==> src/rtl/ghtc_pkg.sv <==
`timescale 1ns / 1ps
// Shared types and constants for the gyro heading and turn controller.
// Used by ghtc_ctrl, ghtc_dp and gyro_heading_turn_controller_top; no dependencies.
package ghtc_pkg;

  // Turn sequence constants.
  localparam int unsigned MAX_PULSES    = 8;
  localparam int unsigned PULSE_MS      = 80;
  localparam int unsigned TURN_STEP_DEG = 90;

  localparam logic [31:0] PULSE_US  = 32'(PULSE_MS * 1000);
  localparam logic [31:0] HALF_TURN = 32'h8000_0000;
  localparam logic [63:0] STEP_WIDE = ((64'(TURN_STEP_DEG) << 32) + 64'd180) / 64'd360;
  localparam logic [31:0] TURN_STEP = STEP_WIDE[31:0];
  localparam logic [3:0]  MAX_PULSE_CNT = 4'(MAX_PULSES);

  // round(2^56 / (131 * 360e6)), turns raw rate times microseconds into turn units.
  localparam logic signed [21:0] GYRO_K = 22'sd1527939;

  // Configuration port.
  localparam int unsigned CFG_IDX_W  = 3;
  localparam int unsigned CFG_DATA_W = 31;

  localparam logic [CFG_IDX_W-1:0] CFG_GYRO_BIAS   = 3'd0;
  localparam logic [CFG_IDX_W-1:0] CFG_DEADBAND    = 3'd1;
  localparam logic [CFG_IDX_W-1:0] CFG_TURN_SPEED  = 3'd2;
  localparam logic [CFG_IDX_W-1:0] CFG_CORR_SPEED  = 3'd3;
  localparam logic [CFG_IDX_W-1:0] CFG_STOP_MARGIN = 3'd4;
  localparam logic [CFG_IDX_W-1:0] CFG_BRAKE_ZONE  = 3'd5;
  localparam logic [CFG_IDX_W-1:0] CFG_TIMEOUT_MS  = 3'd6;
  localparam logic [CFG_IDX_W-1:0] CFG_SETTLE_MS   = 3'd7;

  // Operation codes of an input word.
  localparam logic [1:0] OP_TICK  = 2'd0;
  localparam logic [1:0] OP_RIGHT = 2'd1;
  localparam logic [1:0] OP_LEFT  = 2'd2;
  localparam logic [1:0] OP_NORTH = 2'd3;

  typedef enum logic [1:0] {
    S_IDLE,
    S_MUL,
    S_HEAD,
    S_STEP
  } seq_state_t;

  typedef enum logic [2:0] {
    PH_IDLE,
    PH_SPIN,
    PH_SETTLE,
    PH_PULSE,
    PH_FINAL
  } phase_t;

  typedef enum logic [1:0] {
    DRV_OFF,
    DRV_SPIN,
    DRV_CORR
  } drive_t;

  typedef struct packed {
    logic   accept;
    logic   mul_en;
    logic   head_en;
    logic   north;
    logic   turn_start;
    logic   turn_right;
    logic   time_add;
    logic   time_clear;
    logic   load_out;
    drive_t drive;
    logic   drive_half;
    logic   drive_right;
    logic   busy_out;
    logic   done_out;
    logic   timeout_out;
  } dp_cmd_t;

  typedef struct packed {
    logic spin_stop;
    logic spin_brake;
    logic spin_timeout;
    logic settle_elapsed;
    logic pulse_elapsed;
    logic err_ok;
    logic err_pos;
  } dp_status_t;

endpackage

==> src/rtl/ghtc_dp.sv <==
`timescale 1ns / 1ps
// Datapath: configuration registers, heading integration, target, phase timer,
// comparisons and the output word register. Depends on ghtc_pkg.
module ghtc_dp (
  input  logic                             clk,
  input  logic                             rst,
  input  logic                             cfg_we,
  input  logic [ghtc_pkg::CFG_IDX_W-1:0]   cfg_index,
  input  logic [ghtc_pkg::CFG_DATA_W-1:0]  cfg_data,
  input  logic signed [15:0]               gyro_z,
  input  logic [15:0]                      dt_us,
  input  ghtc_pkg::dp_cmd_t                cmd,
  output ghtc_pkg::dp_status_t             status,
  output logic signed [8:0]                left_drive,
  output logic signed [8:0]                right_drive,
  output logic [31:0]                      heading,
  output logic signed [31:0]               turn_error,
  output logic                             busy_res,
  output logic                             turn_done,
  output logic                             timed_out
);
  import ghtc_pkg::*;

  // Configuration; the millisecond times are kept in microseconds.
  logic signed [15:0] gyro_bias;
  logic [14:0]        deadband_raw;
  logic [7:0]         turn_speed;
  logic [7:0]         correction_speed;
  logic [30:0]        stop_margin;
  logic [30:0]        brake_zone;
  logic [25:0]        timeout_us;
  logic [25:0]        settle_us;

  logic [31:0]        heading_acc;
  logic [31:0]        target_angle;
  logic [31:0]        phase_time_us;
  logic [15:0]        dt;
  logic               skip;
  logic signed [33:0] prod1;
  logic signed [55:0] prod2;

  logic signed [16:0] corr;
  logic [16:0]        corr_mag;
  logic signed [16:0] dt_s;
  logic [32:0]        time_sum;
  logic [31:0]        err;
  logic [31:0]        err_neg;
  logic [31:0]        rem;
  logic [7:0]         speed;
  logic signed [8:0]  ld;

  always_ff @(posedge clk) begin
    if (rst) begin
      gyro_bias        <= '0;
      deadband_raw     <= 15'd131;
      turn_speed       <= 8'd120;
      correction_speed <= 8'd60;
      stop_margin      <= 31'd23860929;
      brake_zone       <= 31'd238609294;
      timeout_us       <= 26'd4000000;
      settle_us        <= 26'd150000;
    end else if (cfg_we) begin
      case (cfg_index)
        CFG_GYRO_BIAS:   gyro_bias        <= cfg_data[15:0];
        CFG_DEADBAND:    deadband_raw     <= cfg_data[14:0];
        CFG_TURN_SPEED:  turn_speed       <= cfg_data[7:0];
        CFG_CORR_SPEED:  correction_speed <= cfg_data[7:0];
        CFG_STOP_MARGIN: stop_margin      <= cfg_data[30:0];
        CFG_BRAKE_ZONE:  brake_zone       <= cfg_data[30:0];
        CFG_TIMEOUT_MS:  timeout_us       <= 26'(cfg_data[15:0] * 26'd1000);
        CFG_SETTLE_MS:   settle_us        <= 26'(cfg_data[15:0] * 26'd1000);
        default: ;
      endcase
    end
  end

  // First product is formed on the accept cycle, straight from the ports.
  assign corr     = 17'(gyro_z) - 17'(gyro_bias);
  assign corr_mag = corr[16] ? 17'(-corr) : 17'(corr);
  assign dt_s     = {1'b0, dt_us};

  always_ff @(posedge clk) begin
    if (cmd.accept) begin
      prod1 <= corr * dt_s;
      dt    <= dt_us;
      skip  <= corr_mag < {2'b00, deadband_raw};
    end
    if (cmd.mul_en) begin
      prod2 <= prod1 * GYRO_K;
    end
  end

  assign time_sum = {1'b0, phase_time_us} + 33'(dt);

  always_ff @(posedge clk) begin
    if (rst) begin
      heading_acc   <= '0;
      target_angle  <= '0;
      phase_time_us <= '0;
    end else begin
      if (cmd.head_en) begin
        // The increment is the product shifted down by 24 with floor rounding.
        if (cmd.north) begin
          heading_acc  <= '0;
          target_angle <= '0;
        end else begin
          if (!skip) begin
            heading_acc <= heading_acc + prod2[55:24];
          end
          if (cmd.turn_start) begin
            target_angle <= cmd.turn_right ? target_angle - TURN_STEP
                                           : target_angle + TURN_STEP;
          end
        end
      end
      if (cmd.time_clear) begin
        phase_time_us <= '0;
      end else if (cmd.time_add) begin
        phase_time_us <= time_sum[32] ? 32'hFFFF_FFFF : time_sum[31:0];
      end
    end
  end

  assign err     = target_angle - heading_acc;
  assign err_neg = heading_acc - target_angle;
  assign rem     = cmd.turn_right ? err_neg : err;

  always_comb begin
    status.spin_stop      = (rem <= {1'b0, stop_margin}) || (rem > HALF_TURN);
    status.spin_brake     = rem <= {1'b0, brake_zone};
    status.spin_timeout   = phase_time_us > {6'b0, timeout_us};
    status.settle_elapsed = phase_time_us >= {6'b0, settle_us};
    status.pulse_elapsed  = phase_time_us >= PULSE_US;
    status.err_ok         = (err <= {1'b0, stop_margin}) || (err_neg <= {1'b0, stop_margin});
    status.err_pos        = (err != '0) && (err <= HALF_TURN);
  end

  always_comb begin
    case (cmd.drive)
      DRV_SPIN: speed = cmd.drive_half ? {1'b0, turn_speed[7:1]} : turn_speed;
      DRV_CORR: speed = correction_speed;
      default:  speed = '0;
    endcase
    ld = cmd.drive_right ? $signed({1'b0, speed}) : -$signed({1'b0, speed});
  end

  always_ff @(posedge clk) begin
    if (cmd.load_out) begin
      left_drive  <= ld;
      right_drive <= -ld;
      heading     <= heading_acc;
      turn_error  <= err;
      busy_res    <= cmd.busy_out;
      turn_done   <= cmd.done_out;
      timed_out   <= cmd.timeout_out;
    end
  end

endmodule

==> src/rtl/ghtc_ctrl.sv <==
`timescale 1ns / 1ps
// Controller: word sequencing state machine, output handshake and the turn
// sequencer (phase, direction, braking, pulse count). Depends on ghtc_pkg.
module ghtc_ctrl (
  input  logic                 clk,
  input  logic                 rst,
  input  logic                 in_valid,
  output logic                 in_ready,
  input  logic [1:0]           op,
  output logic                 out_valid,
  input  logic                 out_ready,
  input  ghtc_pkg::dp_status_t status,
  output ghtc_pkg::dp_cmd_t    cmd
);
  import ghtc_pkg::*;

  seq_state_t state, state_next;
  phase_t     phase, phase_next;
  logic [1:0] op_r;
  logic       turn_right, turn_right_next;
  logic       braking, braking_next;
  logic [3:0] pulses_done, pulses_done_next;
  logic       timeout_seen, timeout_seen_next;

  logic busy;
  logic step_go;
  logic start;

  assign in_ready = (state == S_IDLE);
  assign busy     = (phase != PH_IDLE);
  assign step_go  = (state == S_STEP) && (!out_valid || out_ready);
  assign start    = !busy && ((op_r == OP_RIGHT) || (op_r == OP_LEFT));

  always_comb begin
    case (state)
      S_IDLE:  state_next = (in_valid) ? S_MUL : S_IDLE;
      S_MUL:   state_next = S_HEAD;
      S_HEAD:  state_next = S_STEP;
      S_STEP:  state_next = step_go ? S_IDLE : S_STEP;
      default: state_next = S_IDLE;
    endcase
  end

  always_comb begin
    phase_next        = phase;
    turn_right_next   = turn_right;
    braking_next      = braking;
    pulses_done_next  = pulses_done;
    timeout_seen_next = timeout_seen;

    cmd             = '0;
    cmd.drive       = DRV_OFF;
    cmd.accept      = (state == S_IDLE) && in_valid;
    cmd.mul_en      = (state == S_MUL);
    cmd.turn_right  = turn_right;

    if (state == S_HEAD) begin
      cmd.head_en = 1'b1;
      cmd.north   = !busy && (op_r == OP_NORTH);
      if (start) begin
        cmd.turn_start    = 1'b1;
        cmd.turn_right    = (op_r == OP_RIGHT);
        cmd.time_clear    = 1'b1;
        turn_right_next   = (op_r == OP_RIGHT);
        braking_next      = 1'b0;
        pulses_done_next  = '0;
        timeout_seen_next = 1'b0;
        phase_next        = PH_SPIN;
      end else begin
        cmd.time_add = busy;
      end
    end

    if (step_go) begin
      cmd.load_out = 1'b1;
      case (phase)
        PH_SPIN: begin
          if (status.spin_stop) begin
            phase_next     = PH_SETTLE;
            cmd.time_clear = 1'b1;
          end else if (status.spin_timeout) begin
            timeout_seen_next = 1'b1;
            phase_next        = PH_SETTLE;
            cmd.time_clear    = 1'b1;
          end else begin
            // Braking latches for the rest of the spin once inside the zone.
            braking_next    = braking || status.spin_brake;
            cmd.drive       = DRV_SPIN;
            cmd.drive_half  = braking_next;
            cmd.drive_right = turn_right;
          end
        end
        PH_SETTLE: begin
          if (status.settle_elapsed) begin
            cmd.time_clear = 1'b1;
            if (pulses_done >= MAX_PULSE_CNT) begin
              phase_next   = PH_IDLE;
              cmd.done_out = 1'b1;
            end else if (status.err_ok) begin
              phase_next = PH_FINAL;
            end else begin
              // A positive error means the target lies to the left.
              turn_right_next  = !status.err_pos;
              pulses_done_next = pulses_done + 4'd1;
              phase_next       = PH_PULSE;
              cmd.drive        = DRV_CORR;
              cmd.drive_right  = !status.err_pos;
            end
          end
        end
        PH_PULSE: begin
          if (status.pulse_elapsed || status.err_ok) begin
            phase_next     = PH_SETTLE;
            cmd.time_clear = 1'b1;
          end else begin
            cmd.drive       = DRV_CORR;
            cmd.drive_right = turn_right;
          end
        end
        PH_FINAL: begin
          if (status.settle_elapsed) begin
            phase_next     = PH_IDLE;
            cmd.time_clear = 1'b1;
            cmd.done_out   = 1'b1;
          end
        end
        default: phase_next = PH_IDLE;
      endcase
      cmd.busy_out    = (phase_next != PH_IDLE);
      cmd.timeout_out = timeout_seen_next;
    end
  end

  always_ff @(posedge clk) begin
    if (rst) begin
      state        <= S_IDLE;
      phase        <= PH_IDLE;
      turn_right   <= 1'b0;
      braking      <= 1'b0;
      pulses_done  <= '0;
      timeout_seen <= 1'b0;
      out_valid    <= 1'b0;
    end else begin
      state        <= state_next;
      phase        <= phase_next;
      turn_right   <= turn_right_next;
      braking      <= braking_next;
      pulses_done  <= pulses_done_next;
      timeout_seen <= timeout_seen_next;
      if (step_go) begin
        out_valid <= 1'b1;
      end else if (out_ready) begin
        out_valid <= 1'b0;
      end
    end
  end

  always_ff @(posedge clk) begin
    if (cmd.accept) begin
      op_r <= op;
    end
  end

endmodule

==> src/rtl/gyro_heading_turn_controller_top.sv <==
`timescale 1ns / 1ps
// Top level of the gyro heading integrator and turn sequencer.
// Instantiates ghtc_ctrl and ghtc_dp; depends on ghtc_pkg.

// Each input word passes through four steps from acceptance to its result word:
// the rate times elapsed time product on the accept cycle, the scale product by the
// gyro constant, the heading and target update, and the sequencer step that
// loads the output register. These four steps go through the one multiply chain,
// so a new word is taken only after the last one has been loaded into the output
// register; if the result is not taken, the block holds in the last step.
// Configuration writes take effect on the next cycle and are meant for idle time.
module gyro_heading_turn_controller_top (
  input  logic                             clk,
  input  logic                             rst,
  input  logic                             cfg_we,
  input  logic [ghtc_pkg::CFG_IDX_W-1:0]   cfg_index,
  input  logic [ghtc_pkg::CFG_DATA_W-1:0]  cfg_data,
  input  logic                             in_valid,
  output logic                             in_ready,
  input  logic [1:0]                       op,
  input  logic signed [15:0]               gyro_z,
  input  logic [15:0]                      dt_us,
  output logic                             out_valid,
  input  logic                             out_ready,
  output logic signed [8:0]                left_drive,
  output logic signed [8:0]                right_drive,
  output logic [31:0]                      heading,
  output logic signed [31:0]               turn_error,
  output logic                             busy_res,
  output logic                             turn_done,
  output logic                             timed_out
);
  import ghtc_pkg::*;

  dp_cmd_t    cmd;
  dp_status_t status;

  ghtc_ctrl u_ctrl (
    .clk       (clk),
    .rst       (rst),
    .in_valid  (in_valid),
    .in_ready  (in_ready),
    .op        (op),
    .out_valid (out_valid),
    .out_ready (out_ready),
    .status    (status),
    .cmd       (cmd)
  );

  ghtc_dp u_dp (
    .clk         (clk),
    .rst         (rst),
    .cfg_we      (cfg_we),
    .cfg_index   (cfg_index),
    .cfg_data    (cfg_data),
    .gyro_z      (gyro_z),
    .dt_us       (dt_us),
    .cmd         (cmd),
    .status      (status),
    .left_drive  (left_drive),
    .right_drive (right_drive),
    .heading     (heading),
    .turn_error  (turn_error),
    .busy_res    (busy_res),
    .turn_done   (turn_done),
    .timed_out   (timed_out)
  );

`ifndef SYNTHESIS
  // A loaded result word must be presented on the next cycle.
  a_load_shows: assert property (@(posedge clk) disable iff (rst)
    cmd.load_out |=> out_valid)
    else $error("result word loaded but not presented");

  // After a word is taken the block is busy with it for the following cycle.
  a_one_at_a_time: assert property (@(posedge clk) disable iff (rst)
    (in_valid && in_ready) |=> !in_ready)
    else $error("input taken while a word is in progress");

  // A finished sequence never reports itself still running.
  a_done_not_busy: assert property (@(posedge clk) disable iff (rst)
    out_valid |-> !(turn_done && busy_res))
    else $error("turn reported done and busy together");

  // The two motors always turn in place: drives are opposite.
  a_drive_opposite: assert property (@(posedge clk) disable iff (rst)
    out_valid |-> (left_drive == -right_drive))
    else $error("left and right drives not opposite");
`endif

endmodule
==> config.mk <==
export PLATFORM = sky130hd
export DESIGN_NAME = gyro_heading_turn_controller_top
export DESIGN_NICKNAME = d
export VERILOG_FILES = /design/src/rtl/ghtc_pkg.sv /design/src/rtl/ghtc_dp.sv /design/src/rtl/ghtc_ctrl.sv /design/src/rtl/gyro_heading_turn_controller_top.sv
export SDC_FILE = /design/constraint.sdc
export NUM_CORES = 2
export LEC_CHECK = 0
export ABC_AREA = 1
export BUFFER_PORTS_ARGS = -buffer_cell sky130_fd_sc_hd__buf_2
export CAP_MARGIN = 10
export CORE_MARGIN = 8
export CORE_UTILIZATION = 50
export DETAILED_ROUTE_END_ITERATION = 10
export GPL_TIMING_DRIVEN = 0
export PLACE_DENSITY_LB_ADDON = 0.3
export SLEW_MARGIN = 10
export SYNTH_ARGS = -nofsm -noshare
export SYNTH_HDL_FRONTEND = slang
export SYNTH_SLANG_ARGS = --single-unit
==> constraint.sdc <==
create_clock -name clk -period 13.55 [get_ports clk]
set_input_delay 2.71 -clock clk [delete_from_list [all_inputs] [get_ports clk]]
set_output_delay 2.71 -clock clk [all_outputs]
set_load 0.05 [all_outputs]
Word level (Yosys, flattened, before mapping)
Cells that the tools add are included.
{ "totals": {"reg_bits": 458, "wordCells": 189} }
{ "classes": {"add_sub_neg": 11, "mul": 3, "magnitude_cmp": 11, "n_eq_ne": 20, "n_mux": 81, "n_reduce_logical": 33} }
{ "ops": {"columns": ["operator", "n"], "rows": [
  ["32-bit two-way mux", 7],
  ["32-bit by 31-bit less-or-equal comparator with 1-bit output", 4],
  ["32-bit subtractor", 2],
  ["34-bit by 22-bit multiplier with 56-bit output, second input constant", 1],
  ["1-bit two-way mux", 36],
  ["3-bit two-way mux", 12],
  ["17-bit by 17-bit multiplier with 34-bit output", 1],
  ["32-bit by 16-bit adder with 33-bit output", 1],
  ["32-bit by 31-bit adder with 32-bit output, second input constant", 1],
  ["32-bit adder", 1],
  ["32-bit by 17-bit greater-or-equal comparator with 1-bit output, second input constant", 1],
  ["32-bit by 26-bit greater-or-equal comparator with 1-bit output", 1],
  ["32-bit by 26-bit > comparator with 1-bit output", 1],
  ["32-bit > comparator, second input constant", 1],
  ["32-bit less-or-equal comparator, second input constant", 1],
  ["4-bit two-way mux", 8],
  ["32-bit nonzero test", 1],
  ["32-bit by 31-bit subtractor with 32-bit output, second input constant", 1],
  ["16-bit by 7-bit multiplier with 23-bit output, second input constant", 1],
  ["2-bit AND reduction", 10],
  ["9-bit two-way mux", 2],
  ["17-bit by 15-bit less-than comparator with 1-bit output", 1],
  ["17-bit two-way mux", 1],
  ["17-bit negation", 1],
  ["28 further kinds", 62]
]} }

Longest topological paths before layout
{ "depth": {"ltp_word": 18, "ltp_mapped": 52} }

Cells and area by module
Synthesis repeated with hierarchy kept, for this count alone.
{ "unflattened": {"hier_cells": 6125, "hier_area_um2": 49856.6} }
{ "modules_own_cells": {"columns": ["mod", "instances", "cells_each", "area_each_um2", "seq_area_each_um2"], "rows": [
  ["ghtc_dp", 1, 5975, 48840.6, 9409.0],
  ["ghtc_ctrl", 1, 150, 1016.0, 320.3]
]} }

Worst setup path after synthesis
No wires, ideal clock.
{ "synth_path": {"kind": "in2reg", "start": "in gyro_z[0]", "end": "reg u_dp.prod1[32] (data pin)", "arrival_ns": 10.203, "required_time_ns": 13.285, "slack_ns": 3.082, "stages": 50, "n_path_buf": 1, "cell_sequence": "inv_1 ha_1 inv_1 fa_1 nand3_1 nand2_1 nand2_1 nand2_1 nand2_1 nand2_1 nand2_1 nand2_1 a21oi_1 inv_1 nand2_1 nand2_1 a21oi_1 inv_1 (+14 left out) fa_1 fa_1 inv_1 fa_1 ha_1 nand4_1 o221ai_1 nand2_1 nand2_1 nand2_1 nand2_1 a21oi_1 o21ai_0 nand3_1 nand2_1 a21oi_1 o21ai_0 xor2_1"} }
{ "synth_between": {"elab_chain_len": 2} }
{ "synth_rtl": {"columns": ["item", "line_no", "text"], "rows": [
  ["start: declaration", "gyro_heading_turn_controller_top.sv:21", "input logic signed [15:0] gyro_z,"],
  ["16-bit by 16-bit subtractor with 17-bit output", "ghtc_dp.sv:78", "assign corr = 17'(gyro_z) - 17'(gyro_bias);"],
  ["17-bit by 17-bit multiplier with 34-bit output", "ghtc_dp.sv:84", "prod1 <= corr * dt_s;"],
  ["end signal: assignment", "ghtc_dp.sv:84", null],
  ["end: declaration", "ghtc_dp.sv:39", "logic signed [33:0] prod1;"]
]} }
Every way passes these cells.
A chain may end at the register's enable or synchronous reset.

Worst setup path after layout
Same ends and word-level chain as after synthesis.

==> results.toml <==
[final_layout]
drive_gt1_share_pct = 5.653
ff_latch_area_mm2 = 0.009729
multi_input_area_mm2 = 0.03288
fillCellCount = 8819
fin_cells = 7174
final_nets = 7182
syn_to_final_growth_pct = 8.643

[placed_design]
io_buffers = 158
dpl.cell_count = 7088
hpwl_um = 110100
gp_congestion = 0.9918

[drt]
drt-initial-drc-count = 2931
via_count = 38290
routedWlPerCell_um = 18.32
drtPass1Iterations = 7
drtAntennaViolNets = 0
wl_um = 131500
viasPerCell = 5.337
drcViolationCount = 0

[synth]
synth_edf_count = 168
synth_area_leaders = "fa_1, ha_1, edfxtp_1"
synth_top_area_share_pct = 23.79
synth.distinct_cells = 69
ys_ff_latch = 402
async_flop_share_pct = 0
ys_seq_area_share_pct = 20.39
synth_largest_area_cell = "fa_1"
avgSynthCellArea_um2 = 8.438
synth_commonest_cells = "inv_1, nand2_1, ha_1"
synth_flop_cell = "dfxtp_1"
yosys_warnings = 0
synth_most_common_cell = "inv_1"
syn-num-nets = 6966
synthCells = 5655
syn_area_mm2 = 0.04772

[sta]
setup_viol = 0
tightest_slew_ps = 985.6
drv_slew = 0
fmax_mhz = 86.73
setup_tns_ps = 0
hold_viol_final = 0
fin_crit_sh_pct = 85.09
rsz0062_at_grt = "no"
slew_headroom_pct = 34.29
fin_crit_ps = 11530
clock_skew_ps = 39.80

[grt]
grt_pass1_vias = 38320
grtUsageMet2_pct = 40.90
grt_most_used_layer = "met2"
grt_pass1_wl_um = 208900
antenna_found_initial = 4
overflow = 0
gr-usage-met1_pct = 32.49
grt_max_degree = 33
globalRouteTotalUtil_pct = 24.62
use_met3_pct = 3.530

[die]
rows = 113
io_pins = 160
fp.dieW_um = 324.9
die_area_mm2 = 0.1056
start_util_pct = 50.37
core_mm2 = 0.09473
die_h_um = 324.9

[clock_network]
cts_tree = "yes"
clock-sinks = 402
clk_pin_slew_ps = 60
htree_levels = 2
cts_buffer_depth = 3
cts_buffers = 45
ctsHoldBuffers = 0
cts_resized = 0
insertion_delay_ps = 620
root_buffer = "clkbuf_16"
cts_setup_buffers = 0

[worst_setup_path]
required_ps = 13870
end_kind = "flop"
critPathSlowestCell = "clkbuf_1"
cp_max_fo = 10
slowest_delay_ps = 590
path_class = "in2reg"
start_kind = "input pin"
worstPathArrival_ps = 11850
crit_path_frequent_cell = "nand2_1"
rrSetupSlack_ps = 3830

[min_path]
hp-class = "reg2reg"

[status]
status = "finished, final reports clean"

[flow_run]
cap_violations = 0
-- kinds of logic (layout without fill, tap and decap cells) --
kind of cell	after synthesis	count (layout)	share of synthesized area, %
compound gates	889	889	10.22
xor+xnor	150	150	2.769
fa+ha+maj	1238	1238	41.38
buf+inv	1355	1608	10.75
flops	402	402	20.39
mux	1	1	0.02098
other cells	2	3	0.01574
simple gates	1618	1618	14.45
-- sequential cells by signal (all words and copies together), names as in the netlist, 9 cells and up --
register            count
u_dp.heading_acc       32
u_dp.stop_margin       31
u_dp.deadband_raw      15
u_dp.timeout_us        23
u_dp.right_drive        9
u_dp.gyro_bias         16
u_dp.phase_time_us     32
u_dp.dt                16
u_dp.turn_error        31
u_dp.prod2             32
u_dp.settle_us         23
u_dp.heading           32
u_dp.prod1             34
u_dp.brake_zone        31
-- placed cells by master (no fill, tap or decap), drive strengths merged, types with 11 or more instances in the layout --
| master | Yosys | layout |
|---|---|---|
| inv | 1219 | 1225 |
| nand2 | 889 | 889 |
| ha | 671 | 671 |
| fa | 567 | 567 |
| a21oi | 473 | 473 |
| nor2 | 413 | 413 |
| o21ai | 242 | 242 |
| dfxtp | 234 | 234 |
| buf | 19 | 188 |
| edfxtp | 168 | 168 |
| clkbuf | 112 | 167 |
| nand3 | 157 | 157 |
| xor2 | 99 | 99 |
| nand4 | 52 | 52 |
| xnor2 | 51 | 51 |
| o211ai | 48 | 48 |
| nor3 | 46 | 46 |
| a31oi | 33 | 33 |
| nor4 | 23 | 23 |
| or2 | 19 | 19 |
| clkinv | 5 | 19 |
| o21bai | 17 | 17 |
| a211oi | 12 | 12 |
| o221ai | 12 | 12 |
| o21a | 11 | 11 |
-- path summary, 6_finish.rpt --
path | from | endpoint | depth (start not counted)
worst max register to register | u_dp.gyro_bias[0] | u_dp.prod1[32] | 49
worst min-delay path | u_dp.deadband_raw[11] | u_dp.deadband_raw[11] | 2
worst max-delay path | gyro_z[0] | u_dp.prod1[32] | 51
worst min register to register | u_dp.deadband_raw[11] | u_dp.deadband_raw[11] | 2
-- critical path, delay by kind of cell --
kind / cells / cell delay (ps)
buf+inv: 11 / 1420
compound gates: 8 / 1430
xor+xnor: 1 / 90
fa+ha+maj: 9 / 4110
simple gates: 22 / 2050
-- layer usage --
layer	vias up	part of all wire [%]
met5	-	0.022
li1	18460	-
met1	18240	43
met2	1268	46
met3	322	6.6
met4	4	4.4
-- per-stage QoR --
step	utilization [%]	hold WS, ps	setup slack [ps]	instance area (um2)
2_1_floorplan	-	428.7	3082	47720
6_report	54.73	461.5	2020	51840
3_3_place_gp	52.88	441.7	384.6	50090
3_5_place_dp	53.02	447.6	1524	50230
4_1_cts	54.69	463.1	2101	51810
5_1_grt	54.72	480.1	1344	51840
-- layout make-up --
class	count	share of cell area, %
multi-input cells	3898	63.42
flip-flops and latches	402	18.77
inverters	1224	8.867
well taps	1265	3.053
clock buffers	55	2.346
repair buffers	169	1.810
plain buffers	131	1.031
clock inverters	29	0.7048
diodes	1	0.004827
Power is not shown: default switching activity piles up to over one toggle a cycle in this logic, so the estimate is an artifact.
